$ cat config.mk
export PLATFORM = sky130hd
export DESIGN_NAME = ccc_front
export DESIGN_NICKNAME = d
export VERILOG_FILES = /design/src/hdl/ccc_pkg.sv /design/src/hdl/ccc_front.sv
export SDC_FILE = /design/constraint.sdc
export NUM_CORES = 2
export LEC_CHECK = 0
export BUFFER_PORTS_ARGS = -buffer_cell sky130_fd_sc_hd__buf_2
export CAP_MARGIN = 20
export CORE_UTILIZATION = 51
export CTS_CLUSTER_DIAMETER = 100
export DETAILED_ROUTE_END_ITERATION = 16
export PLACE_DENSITY = 0.71
export SYNTH_ARGS = -nofsm -noshare
export SYNTH_HDL_FRONTEND = slang
export SYNTH_SLANG_ARGS = --single-unit
$ cat constraint.sdc
create_clock -name clock -period 12.73 [get_ports clock]
set_input_delay 1.273 -clock clock [delete_from_list [all_inputs] [get_ports clock]]
set_output_delay 1.273 -clock clock [all_outputs]
set_load 0.05 [all_outputs]
$ cat src/hdl/ccc_pkg.sv
`timescale 1ns / 1ps

package ccc_pkg;

   // bit-serial root and quotient lengths
   localparam int ROOT_STEPS  = 32;
   localparam int QUO_BITS    = 17;
   localparam int DIV_STAGES  = QUO_BITS + 1;
   localparam int QUEUE_DEPTH = 4;

   // stream widths
   localparam int REQ_DATA_W = 192;
   localparam int RSP_DATA_W = 64;

   // normal limits in Q1.15
   localparam logic [16:0] NORM_NEG_MAX = 17'd32768;
   localparam logic [16:0] NORM_POS_MAX = 17'd32767;

   // centre difference split into sign and magnitude
   typedef struct packed {
      logic        far;
      logic [31:0] rsum;
      logic        sx;
      logic [31:0] mx;
      logic        sy;
      logic [31:0] my;
   } ccc_diff_type;

   // squared components
   typedef struct packed {
      ccc_diff_type d;
      logic [63:0]  sqx;
      logic [63:0]  sqy;
   } ccc_sqr_type;

   // classified item handed from front to back
   typedef struct packed {
      ccc_diff_type d;
      logic [63:0]  sq;
   } ccc_work_type;

   // square root iteration state
   typedef struct packed {
      ccc_diff_type d;
      logic [63:0]  sq;
      logic [33:0]  rem;
      logic [31:0]  root;
   } ccc_root_type;

   // normal division iteration state
   typedef struct packed {
      logic        hit;
      logic [31:0] pen;
      logic [31:0] len;
      logic        sx;
      logic        sy;
      logic [31:0] rx;
      logic [31:0] ry;
      logic [16:0] nx;
      logic [16:0] ny;
      logic [16:0] qx;
      logic [16:0] qy;
   } ccc_div_type;

endpackage

$ cat src/hdl/ccc_front.sv
`timescale 1ns / 1ps

module ccc_front (
   input  logic                             clock,
   input  logic                             reset,
   input  logic                             in_valid,
   output logic                             in_ready,
   input  logic [ccc_pkg::REQ_DATA_W-1:0]   in_data,
   output logic                             push,
   output ccc_pkg::ccc_work_type            push_data,
   input  logic                             full
);

   logic                  en;
   logic [32:0]           dx, dy, adx, ady;
   ccc_pkg::ccc_diff_type diff_in;
   ccc_pkg::ccc_diff_type diff_ff;
   ccc_pkg::ccc_sqr_type  sqr_in;
   ccc_pkg::ccc_sqr_type  sqr_ff;
   ccc_pkg::ccc_work_type work_in;
   ccc_pkg::ccc_work_type work_ff;
   logic [64:0]           sum;
   logic [2:0]            vld_ff;

   // whole front advances together unless its last item is held by a full queue
   assign en       = !vld_ff[2] || !full;
   assign in_ready = en;
   assign push     = vld_ff[2] && !full;
   assign push_data = work_ff;

   // centre differences, magnitudes and radius sum
   always_comb begin
      dx  = {in_data[31], in_data[31:0]} - {in_data[126], in_data[126:95]};
      dy  = {in_data[63], in_data[63:32]} - {in_data[158], in_data[158:127]};
      adx = dx[32] ? 33'(-dx) : dx;
      ady = dy[32] ? 33'(-dy) : dy;
      diff_in.far  = adx[32] | ady[32];
      diff_in.rsum = {1'b0, in_data[94:64]} + {1'b0, in_data[189:159]};
      diff_in.sx   = dx[32];
      diff_in.mx   = adx[31:0];
      diff_in.sy   = dy[32];
      diff_in.my   = ady[31:0];
   end

   // squares
   always_comb begin
      sqr_in.d   = diff_ff;
      sqr_in.sqx = 64'(diff_ff.mx) * 64'(diff_ff.mx);
      sqr_in.sqy = 64'(diff_ff.my) * 64'(diff_ff.my);
   end

   // squared length, overflow marks far centres
   always_comb begin
      sum           = {1'b0, sqr_ff.sqx} + {1'b0, sqr_ff.sqy};
      work_in.d     = sqr_ff.d;
      work_in.d.far = sqr_ff.d.far | sum[64];
      work_in.sq    = sum[63:0];
   end

   // stage valids
   always_ff @(posedge clock) begin
      if (reset) begin
         vld_ff <= '0;
      end else if (en) begin
         vld_ff <= {vld_ff[1:0], in_valid};
      end
   end

   // stage payloads
   always_ff @(posedge clock) begin
      if (en) begin
         diff_ff <= diff_in;
         sqr_ff  <= sqr_in;
         work_ff <= work_in;
      end
   end

endmodule

==> results.toml <==
[status]
status = "complete, no violations"

[layout]
utilization = 0.549
design_area_um2 = 89300
layout-drive-gt1-share = 0.0685
final_common_cell = "inv_1"
area_growth_pct = 7.03
fillCellCount = 14200
layout_common_cells = "2073 x inv_1, 1590 x fa_1, 746 x ha_1, 688 x nand2_1, 485 x edfxtp_1"
layout.nets = 11100

[synthesis]
synth_cell_types = 92
synthMuxAreaShare = 0.00101
avgSynthCellArea_um2 = 10.0
synth_top_family_by_area = "adder cells"
dominantRegCellSynth = "edfxtp_1"
yosysSeqAreaShare = 0.175
synth_cells = 8342
synth.area.top_cells = "fa_1 38%, edfxtp_1 17%, ha_1 11%"
yosys_warnings = 0
async_flop_share = 0
yosys.area_share.adder = 0.494
synth_area_um2 = 83400
syn-num-nets = 10900
synth_xor_area_frac = 0.0403
synth_top_cell_by_area = "fa_1"
synth_top_area_frac = 0.382
synthSimpleGateAreaFrac = 0.104
synth_seq_cells = 488
synth-compound-area-share = 0.0783
synth_enable_flop_cells = 485

[critical_path]
crit_type = "reg2reg"
cp_data_arrival_time_ps = 9820
cp-start-kind = "flip-flop"
critPathRequiredTime_ps = 13290
cp_max_fo = 27
end_kind = "flip-flop"

[detailed_routing]
drc = 0
drt-pass1-iter-count = 6
totalWireLength_um = 205000
detail-route-antenna-nets = 0
wire_per_inst_um = 19.1
drt_iter0_markers = 3983
vias_per_cell = 5.41
vias = 58200

[cts]
post_cts_buffers = 0
clockRootBuffer = "clkbuf_16"
htreeDepth = 2
clkSinkCount = 488
cts_buffers = 56
worstSkewPairLatency_ps = 700
cts_resized = 0
tritoncts = "done"
path_clk_slew_ps = 60
cts_buffer_depth = 3
hold_buffers = 0

[sta]
period_share = 0.728
fin_crit_ps = 9260
finalHoldViolCount = 0
setup_tns_ps = 0
setup_slack_ps = 3470
worst_slew_pin_slew_ps = 1160
max-slew-margin-rel = 0.204
setup_violations = 0
grt_setup_unrepaired = "false"
finalMaxSlewViolations = 0
fmax_mhz = 108
final.setup_skew_ps = 58.2

[floorplan]
rows = 148
die_w_um = 406
initial_core_util = 0.513
pin_count = 361
dieArea_um2 = 165000
die_h_um = 406
core_um2 = 163000

[grt]
antenna_found_initial = 8
overflow = 0
grt_pass1_vias = 62800
grt_pass1_wl_um = 333000
grt_use_total = 0.258
grt_max_degree = 148

[placed_design]
globalplace.congestion = 0.946
place_ws_ps = 3580
port_buffers = 358
dpl_cell_area_um2 = 87400
hpwl_um = 162000

[hold_path]
holdCritPathClass = "reg2reg"

[job]
drv_cap = 0
state kept, by name, indices dropped and copies added, names as in the netlist:
| name | flops |
|---|---|
| vld_ff | 3 |
| push_data | 163 |
| sqr_ff | 223 |
| diff_ff | 99 |
metal layers:
layer | vias to the layer above | track usage | wire length [um]
li1 | 26300 | - | -
met1 | 29600 | 0.340 | 83600
met2 | 1952 | 0.429 | 99100
met3 | 380 | 0.0451 | 15000
met4 | 2 | 0.0875 | 7280
met5 | - | 0 | 13
per-stage QoR:
step,instances,hold WS (ps)
floorplan,8342,400
global route,10800,419
global placement,10700,401
CTS,10800,413
detailed placement,10700,405
finish,10800,413
cell type report:
type / count / area, um^2 / area share
Clock inverter: 34 / 418 / 0.00468
Multi-Input combinational cell: 5484 / 59900 / 0.671
Timing Repair Buffer: 432 / 2370 / 0.0266
Sequential cell: 488 / 14600 / 0.164
Tap cell: 2175 / 2720 / 0.0305
Inverter: 2075 / 7790 / 0.0873
Antenna cell: 2 / 5.00 / 0.0000561
Clock buffer: 68 / 1450 / 0.0162
worst max-delay path: stages (launching register included):
cell and delay, ps:
edfxtp_1 320, buf_4 440, clkinv_1 540, nor2_1 410
fa_1 510, fa_1 550, inv_1 50, fa_1 500
fa_1 510, inv_1 50, fa_1 550, fa_1 420
fa_1 510, fa_1 420, ha_1 500, nand2_1 140
nor2b_1 140, nand3_1 140, a2111oi_0 470, buf_4 230
o31ai_1 90, buf_4 190, o31ai_1 540, a31oi_1 250
or4b_1 550, nand4_1 110
cells in the mapped netlist, types with 6 or more instances:
| master | n |
|---|---|
| nor3b_1 | 10 |
| o41ai_1 | 11 |
| a31oi_1 | 54 |
| nor2_1 | 244 |
| nand2b_1 | 31 |
| nand2_1 | 689 |
| or3_1 | 11 |
| o211a_1 | 8 |
| clkbuf_1 | 275 |
| xor2_1 | 163 |
| nor3_1 | 50 |
| o21ai_0 | 154 |
| nor2b_1 | 50 |
| o221ai_1 | 8 |
| fa_1 | 1590 |
| o211ai_1 | 24 |
| and4_1 | 10 |
| a2111oi_0 | 8 |
| nand3_1 | 64 |
| a31o_2 | 29 |
| or4_1 | 8 |
| a21oi_1 | 267 |
| buf_2 | 13 |
| and2_1 | 460 |
| a211o_1 | 6 |
| and3_1 | 42 |
| a41oi_1 | 12 |
| a311oi_1 | 6 |
| o21bai_1 | 48 |
| buf_1 | 7 |
| nor4_1 | 8 |
| a211oi_1 | 36 |
| o31ai_1 | 22 |
| a21o_1 | 162 |
| or2_2 | 15 |
| o21ai_1 | 14 |
| xnor2_1 | 221 |
| a21boi_0 | 12 |
| edfxtp_1 | 485 |
| ha_1 | 746 |
| o31a_1 | 7 |
| inv_1 | 2073 |
| nand4_1 | 62 |
| o21a_1 | 28 |
final timing paths:
kind | startpoint | end | slack [ps] | depth (start not counted)
hold reg to reg | sqr_ff[205] | push_data[141] | 410 | 0
setup reg to reg | diff_ff[9] | sqr_ff[56] | 3470 | 25
hold / removal | sqr_ff[205] | push_data[141] | 410 | 0
setup / recovery | diff_ff[9] | sqr_ff[56] | 3470 | 25
cells by family (layout without fill, tap and decap cells):
group           after synthesis  in the layout
buf+inv                    2370           2609
fa+ha+maj                  2336           2336
simple gates               1772           1772
compound gates              984            984
flops                       488            488
xor+xnor                    384            384
mux                           8              8
other cells                   0              2
Power is left out: the tool's default activity adds up to more than one toggle a clock period on the data nets, which glitch-free logic cannot reach.
