### config.mk
export PLATFORM = sky130hd
export DESIGN_NAME = ccc_queue
export DESIGN_NICKNAME = d
export VERILOG_FILES = /design/src/hdl/ccc_pkg.sv /design/src/hdl/ccc_queue.sv
export SDC_FILE = /design/constraint.sdc
export NUM_CORES = 1
export LEC_CHECK = 0
export ABC_AREA = 1
export BUFFER_PORTS_ARGS = -buffer_cell sky130_fd_sc_hd__buf_2
export CORE_MARGIN = 10
export CORE_UTILIZATION = 55
export CTS_CLUSTER_SIZE = 28
export DETAILED_ROUTE_END_ITERATION = 16
export PLACE_DENSITY = 0.85
export RECOVER_POWER = 25
export SKIP_LAST_GASP = 1
export SYNTH_ARGS = -nofsm -noshare
export SYNTH_HDL_FRONTEND = slang
export SYNTH_SLANG_ARGS = --single-unit
### constraint.sdc
create_clock -name clock -period 11.53 [get_ports clock]
set_input_delay 1.153 -clock clock [delete_from_list [all_inputs] [get_ports clock]]
set_output_delay 1.153 -clock clock [all_outputs]
set_load 0.02 [all_outputs]
### src/hdl/ccc_pkg.sv
`timescale 1ns / 1ps

package ccc_pkg;

   // bit-serial root and quotient lengths
   localparam int ROOT_STEPS  = 32;
   localparam int QUO_BITS    = 17;
   localparam int DIV_STAGES  = QUO_BITS + 1;
   localparam int QUEUE_DEPTH = 4;

   // stream widths
   localparam int REQ_DATA_W = 192;
   localparam int RSP_DATA_W = 64;

   // normal limits in Q1.15
   localparam logic [16:0] NORM_NEG_MAX = 17'd32768;
   localparam logic [16:0] NORM_POS_MAX = 17'd32767;

   // centre difference split into sign and magnitude
   typedef struct packed {
      logic        far;
      logic [31:0] rsum;
      logic        sx;
      logic [31:0] mx;
      logic        sy;
      logic [31:0] my;
   } ccc_diff_type;

   // squared components
   typedef struct packed {
      ccc_diff_type d;
      logic [63:0]  sqx;
      logic [63:0]  sqy;
   } ccc_sqr_type;

   // classified item handed from front to back
   typedef struct packed {
      ccc_diff_type d;
      logic [63:0]  sq;
   } ccc_work_type;

   // square root iteration state
   typedef struct packed {
      ccc_diff_type d;
      logic [63:0]  sq;
      logic [33:0]  rem;
      logic [31:0]  root;
   } ccc_root_type;

   // normal division iteration state
   typedef struct packed {
      logic        hit;
      logic [31:0] pen;
      logic [31:0] len;
      logic        sx;
      logic        sy;
      logic [31:0] rx;
      logic [31:0] ry;
      logic [16:0] nx;
      logic [16:0] ny;
      logic [16:0] qx;
      logic [16:0] qy;
   } ccc_div_type;

endpackage

### src/hdl/ccc_queue.sv
`timescale 1ns / 1ps

module ccc_queue #(
   parameter int DEPTH = ccc_pkg::QUEUE_DEPTH
) (
   input  logic                  clock,
   input  logic                  reset,
   input  logic                  push,
   input  ccc_pkg::ccc_work_type push_data,
   output logic                  full,
   input  logic                  pop,
   output logic                  head_valid,
   output ccc_pkg::ccc_work_type head_data
);

   localparam int PW = (DEPTH > 1) ? $clog2(DEPTH) : 1;
   localparam int CW = $clog2(DEPTH + 1);

   ccc_pkg::ccc_work_type slot_ff [DEPTH];
   logic [PW-1:0]         wr_ff, wr_in, rd_ff, rd_in;
   logic [CW-1:0]         cnt_ff, cnt_in;
   logic                  do_pop;

   assign full       = (cnt_ff == CW'(DEPTH));
   assign head_valid = (cnt_ff != '0);
   assign head_data  = slot_ff[rd_ff];
   assign do_pop     = pop && head_valid;

   // pointer and fill count update
   always_comb begin
      wr_in  = wr_ff;
      rd_in  = rd_ff;
      cnt_in = cnt_ff;
      if (push) begin
         wr_in = (wr_ff == PW'(DEPTH - 1)) ? '0 : PW'(wr_ff + 1'b1);
      end
      if (do_pop) begin
         rd_in = (rd_ff == PW'(DEPTH - 1)) ? '0 : PW'(rd_ff + 1'b1);
      end
      if (push && !do_pop) begin
         cnt_in = CW'(cnt_ff + 1'b1);
      end else if (!push && do_pop) begin
         cnt_in = CW'(cnt_ff - 1'b1);
      end
   end

   always_ff @(posedge clock) begin
      if (reset) begin
         wr_ff  <= '0;
         rd_ff  <= '0;
         cnt_ff <= '0;
      end else begin
         wr_ff  <= wr_in;
         rd_ff  <= rd_in;
         cnt_ff <= cnt_in;
      end
   end

   // storage
   always_ff @(posedge clock) begin
      if (push) begin
         slot_ff[wr_ff] <= push_data;
      end
   end

endmodule

==> impl_metrics.tcl, run 1 <==
set metrics [dict create \
    r2r_setup_slack_ps 8280 \
    cts_setup_buffers 0 \
    synth_top_area_share 0.800 \
    final_cell_mix "edfxtp_1 (652), nor2_1 (336), o21ai_0 (328), buf_2 (224), o22ai_1 (163)" \
    ctsResizeCount 0 \
    cts_made_buffers 67 \
    clk_path_buf_depth 3 \
    syn_area_um2 24500 \
    rsz0062_at_grt "no" \
    setup-tns-final_ps 0 \
    cts.clk_slew.worst_paths_ps 60 \
    ys_seq_area_frac 0.808 \
    place.gp.congestion 0.772 \
    worstHoldPathType "reg -> reg" \
    hpwlAfterDp_um 32200 \
    r2r_start "wr_ff[0]" \
    h-tree-depth 3 \
    drc 0 \
    status "finished, final reports clean" \
    grt-ovfl-total 0 \
    cts_tree "done" \
    crit_end "head_data[87]" \
    root_buffer "clkbuf_16" \
    slew_headroom 0.255 \
    vias 15300 \
    power_density_nw_per_um2 236 \
    die-area_um2 53300 \
    num_rows 77 \
    yosys.area.top_type "edfxtp_1" \
    setup_viol 0 \
    area_growth_syn_to_layout_pct 16.4 \
    max-cap-violations 0 \
    synth_area_leaders "edfxtp_1 (80%), o21ai_0 (6.7%), nor2_1 (5.2%), o22ai_1 (4.2%), clkbuf_1 (1.1%)" \
    p_leak_nw 9.67 \
    muxShareOfSynthArea 0 \
    synth_seq_cells 661 \
    synth-simple-area-share 0.0547 \
    numPortBuffers 331 \
    yosys_warnings 0 \
    grt_use_total 0.207 \
    final_common_cell "edfxtp_1" \
    hold_viol 0 \
    period_share 0.420 \
    grt_max_degree 133 \
    postSynthAreaPerCell_um2 14.9 \
    setup.worst_path.class "reg -> out" \
    grt_pass1_vias 15300 \
    r2r-end "slot_ff[2][91]" \
    stdcell_count 2595 \
    syn_inst 1640 \
    synth-adder-area-share 0.00389 \
    nets 2121 \
    worst_ep_required_time_ps 10380 \
    synth_compound_area_frac 0.109 \
    worstSetupEndpointType "output port" \
    fmax_ghz 0.206 \
    synth.distinct_cells 21 \
    wirelength_um 57500 \
    synth_xor_area_frac 0.000358 \
    ant_nets 0 \
    min_period_ps 4840 \
    avgViaCountPerCell 5.88 \
    vdd.ir_drop.worst_mv 0.253 \
    synth_top_family_by_area "compound AO/OA/AOI/OAI gates" \
    grt_pass1_wl_um 86000 \
    tightest_slew_ps 1120 \
    fp.coreArea_um2 44100 \
    ff2ff_path_depth 6 \
    die_h_um 231 \
    critical_path.max_fanout 101 \
    antenna_found_initial 13 \
    dpl.cell_count 2470 \
    whs_path_depth 2 \
    syn_nets 1814 \
    fin_worst_skew_ps 24.8 \
    cp-start-kind "flip-flop" \
    worstPathArrival_ps 3690 \
    slew_violations 0 \
    cts_hold_buf 0 \
    initial_core_util 0.554 \
    wire_per_inst_um 22.2 \
    io_pins 332 \
    firstDrtPassIters 6 \
    clock_sinks 661 \
    drt-initial-drc-count 1525 \
    layout-drive-gt1-share 0.170 \
    clk_latency_ps 590 \
    die_x_um 231 \
]
[area by class of cell]
type | count | area [um2]
multi-input cells | 856 | 4120
diodes | 6 | 15.0
fillers | 2994 | 15600
clock buffers | 84 | 1750
well taps | 592 | 741
flip-flops and latches | 661 | 19800
inverters | 16 | 90.1
repair buffers | 345 | 1630
clock inverters | 35 | 368
[metal layers]
metal  vias up  global-route usage  part of all wire
met1      7498               0.246              0.37
met5         -                   0            0.0018
met4        16              0.0845             0.031
met2       783               0.349              0.49
met3       136              0.0632              0.11
li1       6823                   -                 -
[per-stage QoR]
| stage | utilization | setup WS (ps) | total power, W | hold WS [ps] | area, um2 |
|---|---|---|---|---|---|
| detailed placement | 0.600 | 7320 | 0.00468 | 529 | 26500 |
| global placement | 0.600 | 7460 | 0.00462 | 507 | 26500 |
| CTS | 0.648 | 6660 | 0.00677 | 537 | 28600 |
| floorplan | - | 6690 | 0.00403 | 483 | 24500 |
| finish | 0.645 | 6690 | 0.00672 | 536 | 28500 |
| global route | 0.645 | 6430 | 0.00699 | 583 | 28500 |
[worst min path at each step]
stage                    from   endpoint  slack, ps
global placement     wr_ff[1]   wr_ff[1]        510
global route        cnt_ff[1]  cnt_ff[1]        580
CTS                  wr_ff[1]   wr_ff[1]        540
finish               wr_ff[1]   wr_ff[1]        540
floorplan            rd_ff[1]  flip-flop        480
detailed placement   wr_ff[1]   wr_ff[1]        530
[kinds of logic after synthesis]
| family | after synthesis |
|---|---|
| xor gates and xnor gates | 1 |
| AOI/OAI and AO/OA | 494 |
| adders and majority gates | 7 |
| and+or+nand+nor | 354 |
| DFF | 661 |
| buffers and inverters | 123 |
[power by group]
| group | total, W | internal, W | switching (W) |
|---|---|---|---|
| Sequential | 0.00280 | 0.00276 | 0.0000436 |
| Clock | 0.00209 | 0.00122 | 0.000869 |
| Combinational | 0.00183 | 0.000494 | 0.00133 |
| Total | 0.00672 | 0.00447 | 0.00225 |
[cell usage after synthesis (all sizes together)]
cell / number
nand4: 1
ha: 6
xor2: 1
inv: 15
clkbuf: 72
nand2: 13
clkinv: 1
nor2: 336
o22ai: 163
nand3: 1
nand3b: 1
edfxtp: 652
dfxtp: 9
fa: 1
nor3: 2
o21ai: 328
a21oi: 3
buf: 35
[critical path: stages (launching register included)]
cell	delay [ps]
dfxtp_4	610
buf_4	820
buf_4	770
o21ai_0	250
o22ai_1	230
buf_2	210
[flip-flops by register name (all words and copies together), names as in the netlist, named ones only]
name	cells
rd_ff	2
cnt_ff	3
wr_ff	2
slot_ff	652
No activity file was read; power rests on OpenSTA's default activity.
==> run 2: changes to the inputs <==
CORE_UTILIZATION = 52   (was 55)
PLACE_DENSITY = 0.84   (was 0.85)
clock period = 4.3 ns   (was 11.53 ns; I/O delays follow)
==> run 2 against run 1 <==
Via count up 2.3%. Global-route usage down 0.35 points. Cell count up 3.2%. Combinational power rose to 2.7 times the previous value. Sequential share of layout area down 2.0 points. Clock power rose to 2.7 times the previous value. Sequential power rose to 2.7 times the previous value. Register-to-register slack worse by 6200 ps. Critical path depth unchanged. Flip-flop and latch count unchanged. Critical path type unchanged. Critical endpoint is now head_data[55].
==> impl_metrics.tcl, run 2 (same netlist as run 1, synthesis figures left out) <==
set metrics [dict create \
    status "finished, final reports clean" \
    antenna_found_initial 9 \
    r2r_start "wr_ff[0]" \
    grt_use_total 0.204 \
    grt_pass1_wl_um 90500 \
    p_sw_frac 0.334 \
    r2r-end "slot_ff[3][110]" \
    min_period_ps 3290 \
    place.gp.congestion 0.746 \
    slew_violations 0 \
    critical_path.max_fanout 119 \
    final_cell_mix "edfxtp_1 (652), nor2_1 (336), o21ai_0 (328), buf_2 (237), o22ai_1 (163)" \
    largest_reg_flops 652 \
    dpl.cell_count 2488 \
    area_growth_syn_to_layout_pct 19.9 \
    ff2ff_path_depth 4 \
    final_common_cell "edfxtp_1" \
    firstDrtPassIters 6 \
    setup_viol 0 \
    drc 0 \
    avgViaCountPerCell 5.83 \
    fin_worst_skew_ps 20.0 \
    cts.clk_slew.worst_paths_ps 70 \
    hpwlAfterDp_um 32800 \
    clk_path_buf_depth 3 \
    seq_power_share 0.413 \
    root_buffer "clkbuf_16" \
    die_x_um 237 \
    worstSetupEndpointType "output port" \
    grt-ovfl-total 0 \
    drt-initial-drc-count 1562 \
    cts_made_buffers 61 \
    initial_core_util 0.525 \
    rsz0062_at_grt "no" \
    worstPathArrival_ps 2860 \
    r2r_setup_slack_ps 2080 \
    layout-drive-gt1-share 0.175 \
    setup-tns-final_ps 0 \
    wire_per_inst_um 22.3 \
    hold_viol 0 \
    h-tree-depth 2 \
    io_pins 332 \
    pwr-share-clk 0.311 \
    max-cap-violations 0 \
    num_rows 79 \
    worstHoldPathType "in -> reg" \
    p_int_w 0.0121 \
    power_density_nw_per_um2 622 \
    ant_nets 0 \
    path_cells "inv_8 > buf_4 > o21ai_0 > o22ai_1 > buf_2" \
    fp.coreArea_um2 46600 \
    setup.worst_path.class "reg -> out" \
    comb_power_share 0.276 \
    slew_headroom 0.325 \
    p_leak_nw 10.0 \
    vias 15600 \
    cp-start-kind "flip-flop" \
    grt_max_degree 181 \
    fmax_ghz 0.304 \
    grt_pass1_vias 15900 \
    place_ws_ps 1720 \
    worst_ep_required_time_ps 3870 \
    vdd.ir_drop.worst_mv 0.516 \
    numPortBuffers 331 \
    clk_latency_ps 620 \
    tightest_slew_ps 1010 \
    crit_end "head_data[55]" \
    stdcell_count 2677 \
    die_h_um 237 \
    cts_tree "done" \
    clock_sinks 661 \
    power.switching_w 0.00608 \
    regMostFlops "slot_ff" \
    nets 2182 \
    reg_top3 "slot_ff: 652 flops, cnt_ff: 3 flops" \
    fin_ws_ps 1010 \
    max_stage_delay_ps 520 \
    wirelength_um 59700 \
    period_share 0.765 \
    slowest_stage "buf_4" \
    die-area_um2 56100 \
]
run 2: repair_timing:
item / CTS / global route
hold endpoints to repair: 206 / 0
buffers inserted: 0 / 0
resized for setup: 0 / 0
hold buffers: 64 / 0
run 2: routing by layer:
| layer | vias up | wire length, um | global-route usage | share of wire |
|---|---|---|---|---|
| met5 | - | 34 | 0 | 0.00057 |
| met4 | 4 | 1160 | 0.0622 | 0.019 |
| met3 | 98 | 5720 | 0.0597 | 0.096 |
| met2 | 828 | 30300 | 0.349 | 0.51 |
| met1 | 7707 | 22500 | 0.245 | 0.38 |
| li1 | 6964 | - | - | - |
run 2: how the worst min path moves through the flow:
stage	startpoint	end	slack (ps)	depth (start not counted)
after global routing	push_data[123]	slot_ff[1][123]	40	1
final	push_data[123]	slot_ff[0][123]	50	1
after floorplan	rd_ff[1]	flip-flop	480	2
after CTS	push_data[67]	slot_ff[3][67]	0.2	1
after detailed placement	rd_ff[1]	flip-flop	510	2
after global placement	rd_ff[1]	flip-flop	500	2
run 2: power by group through the flow:
stage / registers [W] / clock network (W) / logic, W
finish: 0.00752 / 0.00567 / 0.00503
global route: 0.00754 / 0.00600 / 0.00542
CTS: 0.00752 / 0.00574 / 0.00503
detailed placement: 0.00765 / 0 / 0.00493
global placement: 0.00763 / 0 / 0.00478
floorplan: 0.00762 / 0 / 0.00319
run 2: worst max-delay path: cells and delay by family (launching register included):
family / cells / cell delay, ps
buffers and inverters: 3 / 1160
DFF: 1 / 490
AOI/OAI and AO/OA: 2 / 550
run 2: stage by stage:
step	instance area [um2]	util	hold slack (ps)	total power (W)
6_report	29300	0.630	51.3	0.0182
5_1_grt	29300	0.629	35.6	0.0190
4_1_cts	29400	0.632	0.166	0.0183
3_5_place_dp	26600	0.572	511	0.0126
3_3_place_gp	26600	0.572	503	0.0124
2_1_floorplan	24500	-	483	0.0108
run 2: final cells by class:
class	count	area (um2)
Sequential cell	661	19800
Fill cell	3188	17200
Multi-Input combinational cell	856	4120
Timing Repair Buffer	412	2420
Clock buffer	68	1600
Tap cell	607	759
Clock inverter	48	543
Inverter	16	90.1
Antenna cell	9	22.5
